File: src/rtl/mkc_pkg.sv
package mkc_pkg;

  localparam int unsigned Entries   = 16;
  localparam int unsigned KeyWidth  = 32;
  localparam int unsigned CountW    = 32;
  localparam int unsigned DistW     = 5;
  localparam logic [CountW-1:0] CountMax = '1;

  typedef enum logic [1:0] {
    OP_ADD    = 2'd0,
    OP_REMOVE = 2'd1,
    OP_QUERY  = 2'd2
  } mkc_op_e;

  typedef enum logic {
    ST_IDLE = 1'b0,
    ST_EXEC = 1'b1
  } mkc_state_e;

  typedef struct packed {
    logic [1:0]         func;
    logic signed [31:0] key;
  } mkc_in_t;

  typedef struct packed {
    logic [31:0] key_count;
    logic [4:0]  distinct_keys;
    logic        table_full_drop;
  } mkc_out_t;

  // broadcast to every cell of the row
  typedef struct packed {
    logic                exec;
    logic                insert;
    mkc_op_e             op;
    logic [KeyWidth-1:0] key;
  } mkc_cmd_t;

  function automatic logic [KeyWidth-1:0] form_key(input logic signed [31:0] raw);
    logic signed [63:0] ext;
    ext = 64'(raw);
    return ext[KeyWidth-1:0];
  endfunction

  function automatic mkc_op_e decode_op(input logic [1:0] func);
    mkc_op_e op;
    case (func)
      OP_ADD:    op = OP_ADD;
      OP_REMOVE: op = OP_REMOVE;
      default:   op = OP_QUERY;
    endcase
    return op;
  endfunction

endpackage

File: src/rtl/mkc_cell.sv
module mkc_cell import mkc_pkg::*; (
  input  logic              clk_i,
  input  logic              rst_ni,
  input  mkc_cmd_t          cmd_i,
  input  logic              free_found_i,
  input  logic [CountW-1:0] count_i,
  output logic              free_found_o,
  output logic [CountW-1:0] count_o,
  output logic              match_o,
  output logic              take_o,
  output logic              freed_o
);

  logic                valid_q, valid_d;
  logic [KeyWidth-1:0] key_q;
  logic [CountW-1:0]   count_q;
  logic [CountW-1:0]   new_count;

  assign match_o      = valid_q && (key_q == cmd_i.key);
  // lowest free entry claims the insert, higher ones see it as taken
  assign take_o       = cmd_i.insert && !valid_q && !free_found_i;
  assign free_found_o = free_found_i || !valid_q;

  always_comb begin
    case (cmd_i.op)
      OP_ADD:    new_count = (count_q == CountMax) ? count_q : count_q + CountW'(1);
      OP_REMOVE: new_count = count_q - CountW'(1);
      default:   new_count = count_q;
    endcase
  end

  assign freed_o = match_o && (cmd_i.op == OP_REMOVE) && (count_q == CountW'(1));

  always_comb begin
    count_o = count_i;
    if (match_o) begin
      count_o = count_i | new_count;
    end else if (take_o) begin
      count_o = count_i | CountW'(1);
    end
  end

  always_comb begin
    valid_d = valid_q;
    if (cmd_i.exec) begin
      if (take_o) begin
        valid_d = 1'b1;
      end else if (freed_o) begin
        valid_d = 1'b0;
      end
    end
  end

  always_ff @(posedge clk_i or negedge rst_ni) begin
    if (!rst_ni) begin
      valid_q <= 1'b0;
    end else begin
      valid_q <= valid_d;
    end
  end

  always_ff @(posedge clk_i) begin
    if (cmd_i.exec) begin
      if (take_o) begin
        key_q   <= cmd_i.key;
        count_q <= CountW'(1);
      end else if (match_o) begin
        count_q <= new_count;
      end
    end
  end

endmodule

File: config.mk
export PLATFORM = sky130hd
export DESIGN_NAME = mkc_cell
export DESIGN_NICKNAME = d
export VERILOG_FILES = /design/src/rtl/mkc_pkg.sv /design/src/rtl/mkc_cell.sv
export SDC_FILE = /design/constraint.sdc
export NUM_CORES = 1
export LEC_CHECK = 0
export ABC_AREA = 0
export BUFFER_PORTS_ARGS = -buffer_cell sky130_fd_sc_hd__buf_2
export CELL_PAD_IN_SITES_DETAIL_PLACEMENT = 1
export CELL_PAD_IN_SITES_GLOBAL_PLACEMENT = 2
export CORE_MARGIN = 5
export CORE_UTILIZATION = 31
export CTS_BUF_LIST = sky130_fd_sc_hd__clkbuf_8
export DETAILED_ROUTE_END_ITERATION = 8
export PLACE_DENSITY_LB_ADDON = 0.1
export SKIP_LAST_GASP = 1
export SLEW_MARGIN = 20
export SYNTH_ARGS = -nofsm -noshare
export SYNTH_HDL_FRONTEND = slang
export SYNTH_SLANG_ARGS = --single-unit
File: constraint.sdc
create_clock -name clk_i -period 2.7 [get_ports clk_i]
set_input_delay 0.405 -clock clk_i [delete_from_list [all_inputs] [get_ports clk_i]]
set_output_delay 0.405 -clock clk_i [all_outputs]
set_load 0.05 [all_outputs]
# After elaboration in Yosys (flattened, before gate mapping)
# Index checks and enable logic that the tools add are counted.
dict set report classes {
  addsub 2
  eq_ne 4
  muxes 7
  bitwise_logic 1
  reduce_logical 14
}
# operator count
set op_table {}
lappend op_table {{two-way mux 32 bit} 3}
lappend op_table {{case mux 32 bit (2 select lines)} 1}
lappend op_table {{adder 32 x 1 -> 32 bit (second input constant)} 1}
lappend op_table {{equality test 32 x 1 -> 1 bit (second input constant)} 1}
lappend op_table {{equality test 32 bit} 1}
lappend op_table {{equality test 32 bit (second input constant)} 1}
lappend op_table {{OR 32 bit} 1}
lappend op_table {{subtractor 32 x 1 -> 32 bit (second input constant)} 1}
lappend op_table {{AND reduction 2 bit} 3}
lappend op_table {{logical AND 1 bit} 5}
lappend op_table {{nonzero test 2 bit} 2}
lappend op_table {{two-way mux 1 bit} 3}
lappend op_table {{equality test 2 x 1 -> 1 bit (second input constant)} 1}
lappend op_table {{logical NOT 1 bit} 2}
lappend op_table {{logical NOT 2 bit} 1}
lappend op_table {{logical OR 1 bit} 1}
dict set report totals {
  reg_bits 65
  elab_cells 31
}

# Logic depth before layout (Yosys ltp)
# Gate-level depths: netlist of run 1.
dict set report depth {
  word_depth 6
  ltp_mapped 8
  mapped_depth_nobuf 7
}

# Worst setup path after synthesis of run 1
# OpenSTA, ideal clock, no wires.
dict set report synth_path {
  kind {reg2out}
  start {register count_q[18]}
  end {output freed_o}
  arrival_time_ps 3308
  required_ps 2295
  setup_slack_ps -1013
  stages_incl_launch_ff 6
  cell_sequence {edfxtp_1 buf_6 or4_4 or4_4 or2_4 nor4_1}
}
dict set report synth_between {
  elab_chain_len 2
}
# item line
set synth_rtl {}
lappend synth_rtl {{start, declared} mkc_cell.sv:16} ;# logic [CountW-1:0] count_q;
lappend synth_rtl {{start signal, assigned} mkc_cell.sv:66} ;# count_q <= CountW'(1);
lappend synth_rtl {{start signal, assigned} mkc_cell.sv:68} ;# count_q <= new_count;
lappend synth_rtl {{equality test 32 x 1 -> 1 bit} mkc_cell.sv:32} ;# assign freed_o = match_o && (cmd_i.op == OP_REMOVE) && (count_q == CountW'(1));
lappend synth_rtl {{logical AND 1 bit} mkc_cell.sv:32}
lappend synth_rtl {{end, declared} mkc_cell.sv:11} ;# output logic freed_o
# No other way between the ends.

# Final worst setup path of run 1
dict set report layout_path {
  start {register count_q[5]}
  end {output count_o[19]}
}
dict set report layout_between {
  elab_chain_len 5
  word_cells_on_any_way 7
  classes_between {2 x add/sub; 1 x eq/ne; 3 x mux; 1 x bitwise}
}
# item line
set layout_rtl {}
lappend layout_rtl {{adder 32 x 1 -> 32 bit / equality test 32 bit (equally long branches)} mkc_cell.sv:26} ;# OP_ADD: new_count = (count_q == CountMax) ? count_q : count_q + CountW'(1);
lappend layout_rtl {{two-way mux 32 bit} mkc_cell.sv:26}
lappend layout_rtl {{case mux 32 bit (2 select lines) *} mkc_cell.sv:25} ;# case (cmd_i.op)
lappend layout_rtl {{OR 32 bit *} mkc_cell.sv:37} ;# count_o = count_i | new_count;
lappend layout_rtl {{two-way mux 32 bit *} mkc_cell.sv:36} ;# if (match_o) begin
lappend layout_rtl {{end, declared} mkc_cell.sv:8} ;# output logic [CountW-1:0] count_o,
# Mark *: on every way between the ends. The rest lies on a longest branch, timed or not.

==> results of run 1 <==
[synth_stat cells (12+ instances only)]
| library cell | count |
|---|---|
| edfxtp_1 | 64 |
| xor2_1 | 38 |
| nor2_1 | 36 |
| clkbuf_1 | 28 |
| nor4_1 | 27 |
| nand2_1 | 25 |
| nand4_1 | 22 |
| nor3_1 | 21 |
| and2_1 | 19 |
| xnor2_1 | 18 |
| o21bai_1 | 15 |
| a21o_1 | 14 |
| nand3_1 | 14 |
| or4_1 | 12 |
[metal layers]
layer  share of wire (%)  GRT usage, %  vias up
met2                  54          40.3      141
met3                 4.9          4.51       25
met5                   0             0        -
met4                 1.7          4.91        0
li1                    -             -     2427
met1                  40          25.1     2614
[sequential cells by signal, summed over array words and instances, names as in the netlist]
name,flops
count_q,32
key_q,32
valid_q,1
[area by class of cell]
cell class / count / area (µm²)
clock buffer: 9 / 124
clock inverter: 7 / 119
fill: 1546 / 5750
inverter: 11 / 43.8
multi-input combinational: 364 / 3560
sequential: 65 / 1950
tap: 184 / 230
timing repair buffer: 332 / 2710
[metrics by stage]
stage          setup WS [ps]  hold slack (ps)  setup TNS [ps]
2_1_floorplan           -140              109            -399
3_3_place_gp            -309              182           -4830
3_5_place_dp            -307              186           -9140
4_1_cts                 -549              222          -12140
5_1_grt                 -658              216          -16540
6_report                -608              240          -13010
[cell families (layout without fill, tap and decap cells)]
| group | Yosys count | after routing | synth area share [%] |
|---|---|---|---|
| fa+ha+maj | 3 | 3 | 0.824 |
| flops | 65 | 65 | 42.8 |
| buf+inv | 43 | 359 | 3.79 |
| compound gates | 87 | 87 | 13.9 |
| xor+xnor | 56 | 56 | 10.8 |
| mux | 3 | 3 | 0.687 |
| simple gates | 215 | 215 | 27.3 |
[how the worst max path moves through the flow]
stage,start,to,cells past startpoint
after floorplan,count_q[19],count_o[30],7
final,count_q[5],count_o[19],9
after global placement,count_q[21],count_o[29],9
after CTS,count_q[21],count_o[30],7
after detailed placement,count_q[21],count_o[29],9
after global routing,count_q[5],count_o[19],9
[timing repair]
item,4_1_cts,5_1_grt
gates cloned,0,1
setup endpoints to repair,35,68
pin swaps,82,71
endpoints found under the hold margin,1,0
hold buffers,1,0
resized for setup,207,81
buffers inserted,42,30
[power groups by stage]
stage | Sequential (µW) | Clock, µW | Combinational [µW]
6_report | 1160 | 1080 | 614
5_1_grt | 1160 | 1150 | 648
4_1_cts | 1160 | 1090 | 577
2_1_floorplan | 1170 | 0 | 274
3_5_place_dp | 1180 | 0 | 489
3_3_place_gp | 1180 | 0 | 476
[critical path: stages (launching register included)]
cell	delay, ps
edfxtp_1	440
buf_6	160
or4_4	550
nor4_4	280
buf_6	170
nand4_1	80
o211ai_1	200
nor2_1	140
a311o_2	340
buf_8	150
==> metrics.txt, run 1 <==
Worst setup EP type=output pin; yosys warns=0; Routed WL per cell=21.1 µm; Die Wd=131 µm; maximum vdd ir drop=0.295 mV; worst flop-to-flop path startpoint=count_q[21]; synthesized net count=546; commonest non-fill, non-tap cell in the layout=buf_4; Reg power frac=40.6%; H-tree Lvls=3; dpl cells=888; reg2reg setup slack=-10 ps; Pint=2030 µW; Final setup viols=35; CTS buffer count=9; total wire length=20,500 µm; Worst setup SP type=flop; crit share post-route=123%; leading area contributor after synthesis=edfxtp_1; vias=5,207; min-delay src=cmd_i[8]; post-route cell area=8730 µm²; router iterations before antenna repair=4; CTS root buffer=clkbuf_8; Sw Ratio=28.9%; GPL Wtd Cong=0.909; die area=17,200 µm²; Worst Path Required=2300 ps; clock buffer depth=2; Fmax=302 MHz; Layout area overhead=91.8%; Antenna diodes=0; Vias/cell=5.36; HP Class=primary input to flop; #FFs+latches synth=65; TritonCTS clock tree=built; Cell variety after synth=64; CP Max Fanout=5; worst skew pair latency=370 ps; nets=857; minimum clock period=3310 ps; actual slew at the worst max-slew pin=431 ps; hpwl dp=14,300 µm; largest cells by area after synthesis=edfxtp_1, xor2_1, nor4_1, xnor2_1, nand4_1; failing checks=setup timing; final core utilization=60.3%; Syn Inst Count=472; Mapped Area=4550 µm²; largest net degree at the start of global routing=34; Cell Area, Placed=6650 µm²; Cell Rows=44; Die Y-Extent=131 µm; DRC=0; first-pass GRT wire length=29,900 µm; antenna viol nets, final=0; Hold Crit Depth=1; post-route setup slack=-608 ps; final std cells w/o fill=972; Pleak=0.00357 µW; max capacitance violation total=0; Comb power frac=21.5%; setup skew after layout=17.2 ps; Starting Density=31.4%; WHS Endpoint=key_q[8]; most frequent cells in the layout=buf_4, buf_2, edfxtp_1, buf_6, nor2_1; top cell type's share of synthesized area=42.2%; reg2reg end=valid_q; grt ovf=0; Post-synth ARST share=1.54%; status=finished with violations; clock-pin slew on the worst setup and hold paths=90 ps; worst rel slew slack=71.2%; RSZ-0062 raised after global routing=true; Worst EP arrival=2900 ps; Most used DFF post-synth=edfxtp_1; clock power share=37.9%; Synth Area per Inst=9.65 µm²; initial antenna violation count=0; Port Buffers=106; vias in the first global route=5,540; CTS sink count=65; critical path class=flop to output pin; final slew viol count=0; I/O pin count=107; share of cells above drive strength 1=63.6%; core area=14,500 µm²; 1st-iter DRT viols=264; R2R depth=9; register area share after synthesis=42.8%; total power=2860 µW; number of synthesized flops with an enable pin=64; Total Routing Usage GR=21.6%; final-report hold violation count=0; NetSw=826 µW; Pwr per Cell Area=327 nW/µm²
Power figures use the tool's default switching activity.
==> inputs of run 2 (changes only) <==
- CELL_PAD_IN_SITES_DETAIL_PLACEMENT: 1 -> default
- CELL_PAD_IN_SITES_GLOBAL_PLACEMENT: 2 -> default
- CORE_UTILIZATION: 31 -> 44
- PLACE_DENSITY: default -> 0.7
- PLACE_DENSITY_LB_ADDON: 0.1 -> default
==> metrics.txt, run 2 (synthesized netlist as in run 1, its figures left out) <==
status=finished with violations; failing checks=setup timing; minimum clock period=3240 ps; hpwl dp=11,700 µm; hold slack=237 ps; reg2reg setup slack=70 ps; largest net degree at the start of global routing=34; initial antenna violation count=0; final-report hold violation count=0; critical path class=flop to output pin; total wire length=16,700 µm; router iterations before antenna repair=5; share of cells above drive strength 1=56.7%; Cell Chain, Critical Path=or4_4, or4_4, or2_4, o41ai_4, xor2_1, a21o_2, buf_8; worst rel slew slack=70.6%; Worst Path Required=2300 ps; Pwr per Cell Area=334 nW/µm²; TritonCTS clock tree=built; CTS sink count=65; nets=806; crit-path most repeated cell=or4_4; Starting Density=44.5%; worst skew pair latency=360 ps; min-delay src=cmd_i[35]; most frequent cells in the layout=buf_4, buf_2, edfxtp_1, buf_6, nor2_1; vias=5,037; HP Class=primary input to flop; Layout area overhead=73.2%; Port Buffers=106; Antenna diodes=0; H-tree Lvls=3; worst flop-to-flop path startpoint=count_q[7]; antenna viol nets, final=0; I/O pin count=107; RSZ-0062 raised after global routing=true; Cell Area, Placed=6420 µm²; Pleak=0.00321 µW; commonest non-fill, non-tap cell in the layout=buf_4; Total Routing Usage GR=25.6%; Filler cells=671; Vias/cell=5.77; reg2reg end=count_q[28]; Die Wd=112 µm; Worst setup SP type=flop; DRC=0; WHS Endpoint=valid_q; Slowest-stage cell, CP=or4_4; CTS root buffer=clkbuf_8; die area=12,500 µm²; max capacitance violation total=0; actual slew at the worst max-slew pin=438 ps; final slew viol count=0; grt ovf=0; CP Max Fanout=3; Die Y-Extent=112 µm; 1st-iter DRT viols=377; maximum vdd ir drop=0.339 mV; vias in the first global route=4,993; clock-pin slew on the worst setup and hold paths=80 ps; setup skew after layout=15.5 ps; Top Registers=count_q: 32 flops, key_q: 32 flops, valid_q: 1 flops; Cell Rows=37; GPL Wtd Cong=0.975; CTS buffer count=9; footprint of the multi-input gates=3250 µm²; clock buffer depth=2; Fmax=308 MHz; Hold Crit Depth=2; Worst setup EP type=output pin; Storage cell area=1950 µm²; Worst EP arrival=2840 ps; post-route setup slack=-542 ps; R2R depth=11; first-pass GRT wire length=25,700 µm; Routed WL per cell=19.1 µm; CP peak stage delay=550 ps; crit share post-route=120%; Final setup viols=33; core area=10,200 µm²; post-route cell area=7880 µm²
==> run 2: changes by cell type in the layout (fill, tap and decap cells not counted), sizes merged <==
cell    previous run  this run
inv               12        14
bufinv             3         1
buf              331       279
clkbuf             9        10
==> run 2: worst max-delay path by stage <==
stage	start	end	slack (ps)	depth (start not counted)
floorplan	count_q[19]	count_o[30]	-140	7
global placement	count_q[21]	count_o[29]	-230	9
detailed placement	count_q[21]	count_o[30]	-260	7
CTS	count_q[21]	count_o[30]	-540	7
global route	count_q[7]	count_o[24]	-630	11
finish	count_q[21]	count_o[30]	-540	7
==> run 2: per-stage QoR <==
| stage | power (µW) | worst slack [ps] | instances | TNS (ps) | util [%] |
|---|---|---|---|---|---|
| floorplan | 1450 | -140 | 472 | -399 | - |
| global placement | 1630 | -228 | 813 | -2740 | 62.8 |
| detailed placement | 1640 | -255 | 813 | -4950 | 62.8 |
| CTS | 2600 | -542 | 864 | -11240 | 73.8 |
| global route | 2740 | -634 | 873 | -16000 | 77.1 |
| finish | 2630 | -542 | 873 | -11980 | 77.1 |
==> run 2: cell type report <==
cell class                 instances  area share, %
clock buffer                       9           1.57
clock inverter                     7           1.06
inverter                          11          0.555
multi-input combinational        364           41.3
sequential                        65           24.7
tap                              136           2.16
timing repair buffer             281           28.7
==> run 2: critical path, delay by kind of cell, from the launching register on <==
family	cells	cell delay, ps
simple gates	3	1270
flops	1	400
compound gates	2	400
xor+xnor	1	270
buf+inv	1	140
==> run 2: layer usage <==
layer | vias to the layer above | global-route usage [%] | routed length [µm]
met5 | - | 0 | 0
met4 | 0 | 8.43 | 520
met3 | 48 | 4.84 | 1030
met2 | 198 | 43.6 | 8260
met1 | 2464 | 32.8 | 6870
li1 | 2327 | - | -
==> run 2: where the power goes <==
group          switching [µW]  internal (µW)  total (µW)  leakage [µW]
Sequential               19.2           1140        1160      0.000589
Clock                     461            444         906      0.000103
Combinational             313            252         565       0.00252
Total                     794           1840        2630       0.00321
==> run 2: repair_timing <==
action                                  CTS  global route
gates resized for setup                 156            55
endpoints found under the setup margin   35            66
setup buffers                            35             9
pin swaps                                56            47
hold buffers                              1             0
endpoints found under the hold margin     1             0
gates cloned                              1             1
==> inputs of run 3 (changes only) <==
- TNS_END_PERCENT: default -> 50
==> metrics.txt, run 3 (synthesized netlist as in run 1, its figures left out) <==
final slew viol count=0; worst skew pair latency=360 ps; H-tree Lvls=3; Die Y-Extent=112 µm; reg2reg setup slack=-170 ps; router iterations before antenna repair=5; Worst Path Required=2300 ps; worst rel slew slack=58.7%; Pwr per Cell Area=338 nW/µm²; Worst EP arrival=2840 ps; vias=4,997; HP Class=primary input to flop; setup skew after layout=11.3 ps; maximum vdd ir drop=0.277 mV; initial antenna violation count=0; crit share post-route=120%; Final setup viols=35; clock-pin slew on the worst setup and hold paths=90 ps; CTS sink count=65; hpwl dp=12,200 µm; largest net degree at the start of global routing=34; commonest non-fill, non-tap cell in the layout=buf_4; max capacitance violation total=0; CTS root buffer=clkbuf_8; most frequent cells in the layout=buf_4, buf_2, edfxtp_1, buf_6, xor2_1; CTS buffer count=9; Starting Density=44.5%; core area=10,200 µm²; hold slack=242 ps; status=finished with violations; DRC=0; total wire length=16,900 µm; Layout area overhead=67.4%; Pleak=0.00311 µW; Worst setup SP type=flop; post-route setup slack=-549 ps; Routed WL per cell=19.6 µm; critical path class=flop to output pin; Vias/cell=5.78; Worst setup EP type=output pin; Top Registers=count_q: 32 flops, key_q: 32 flops, valid_q: 1 flops; actual slew at the worst max-slew pin=614 ps; vias in the first global route=5,152; share of cells above drive strength 1=53.7%; Port Buffers=106; TritonCTS clock tree=built; clock buffer depth=2; GPL Wtd Cong=1.00; Antenna diodes=0; Filler cells=728; failing checks=setup timing; Cell Rows=37; DP Worst Slack=-208 ps; CP Max Fanout=5; first-pass GRT wire length=26,300 µm; Die Wd=112 µm; die area=12,500 µm²; Total Routing Usage GR=26.3%; final-report hold violation count=0; I/O pin count=107; Fmax=308 MHz; antenna viol nets, final=0; minimum clock period=3250 ps; RSZ-0062 raised after global routing=true; grt ovf=0; nets=797; 1st-iter DRT viols=360; final core utilization=74.5%
## run 3: critical path, cell delays in order (launching register included)
cell and delay (ps):
edfxtp_1 450, buf_6 140, buf_4 100, and4_4 270, nand4_1 210, buf_4 220, o31ai_4 250, o21ai_0 190
xnor2_1 180, buf_4 170, o21bai_4 130, buf_6 170
## run 3: final cells by class
cell class	instances	area (µm²)	share of cell area [%]
Inverter	11	41.3	0.542
Tap cell	136	170	2.23
Sequential cell	65	1950	25.5
Clock inverter	7	77.6	1.02
Clock buffer	9	124	1.63
Timing Repair Buffer	272	2100	27.5
Multi-Input combinational cell	364	3160	41.5
## run 3: worst paths after layout
kind / from / to / cells past startpoint
max: count_q[4] / count_o[4] / 11
min: cmd_i[28] / key_q[28] / 1
max reg2reg: key_q[26] / valid_q / 9
max in group asynchronous: rst_ni / valid_q / 2
min in group asynchronous: rst_ni / valid_q / 2
min reg2reg: valid_q / valid_q / 2
## run 3: layer usage
| metal | share of wire, % | global-route usage (%) | wire (µm) | vias up |
|---|---|---|---|---|
| met5 | 0 | 0 | 0 | - |
| met4 | 3.5 | 9.33 | 599 | 0 |
| met3 | 7.5 | 4.84 | 1280 | 55 |
| met2 | 48 | 43.7 | 8160 | 255 |
| met1 | 41 | 34.6 | 6900 | 2381 |
| li1 | - | - | - | 2306 |
## run 3: timing repair
item,in CTS,in global routing
setup endpoints to repair,35,37
hold buffers,1,0
endpoints found under the hold margin,1,0
buffers inserted,21,18
gates resized for setup,103,83
gates cloned,1,0
pin swaps,31,34
## run 3: per-stage QoR
step / instance area [µm²] / total power [µW] / instances / setup TNS, ps
after floorplan: 4800 / 1450 / 472 / -1710
after global placement: 6360 / 1630 / 809 / -2990
after detailed placement: 6360 / 1640 / 809 / -4040
after CTS: 7150 / 2560 / 847 / -12350
after global routing: 7620 / 2680 / 864 / -15950
final: 7620 / 2580 / 864 / -12170
## run 3: where the power goes
part           leakage (µW)  total, µW  internal, µW  switching, µW
Sequential         0.000589       1160          1140           19.9
Clock              0.000102        886           435            451
Combinational       0.00242        533           231            302
Total               0.00311       2580          1800            773
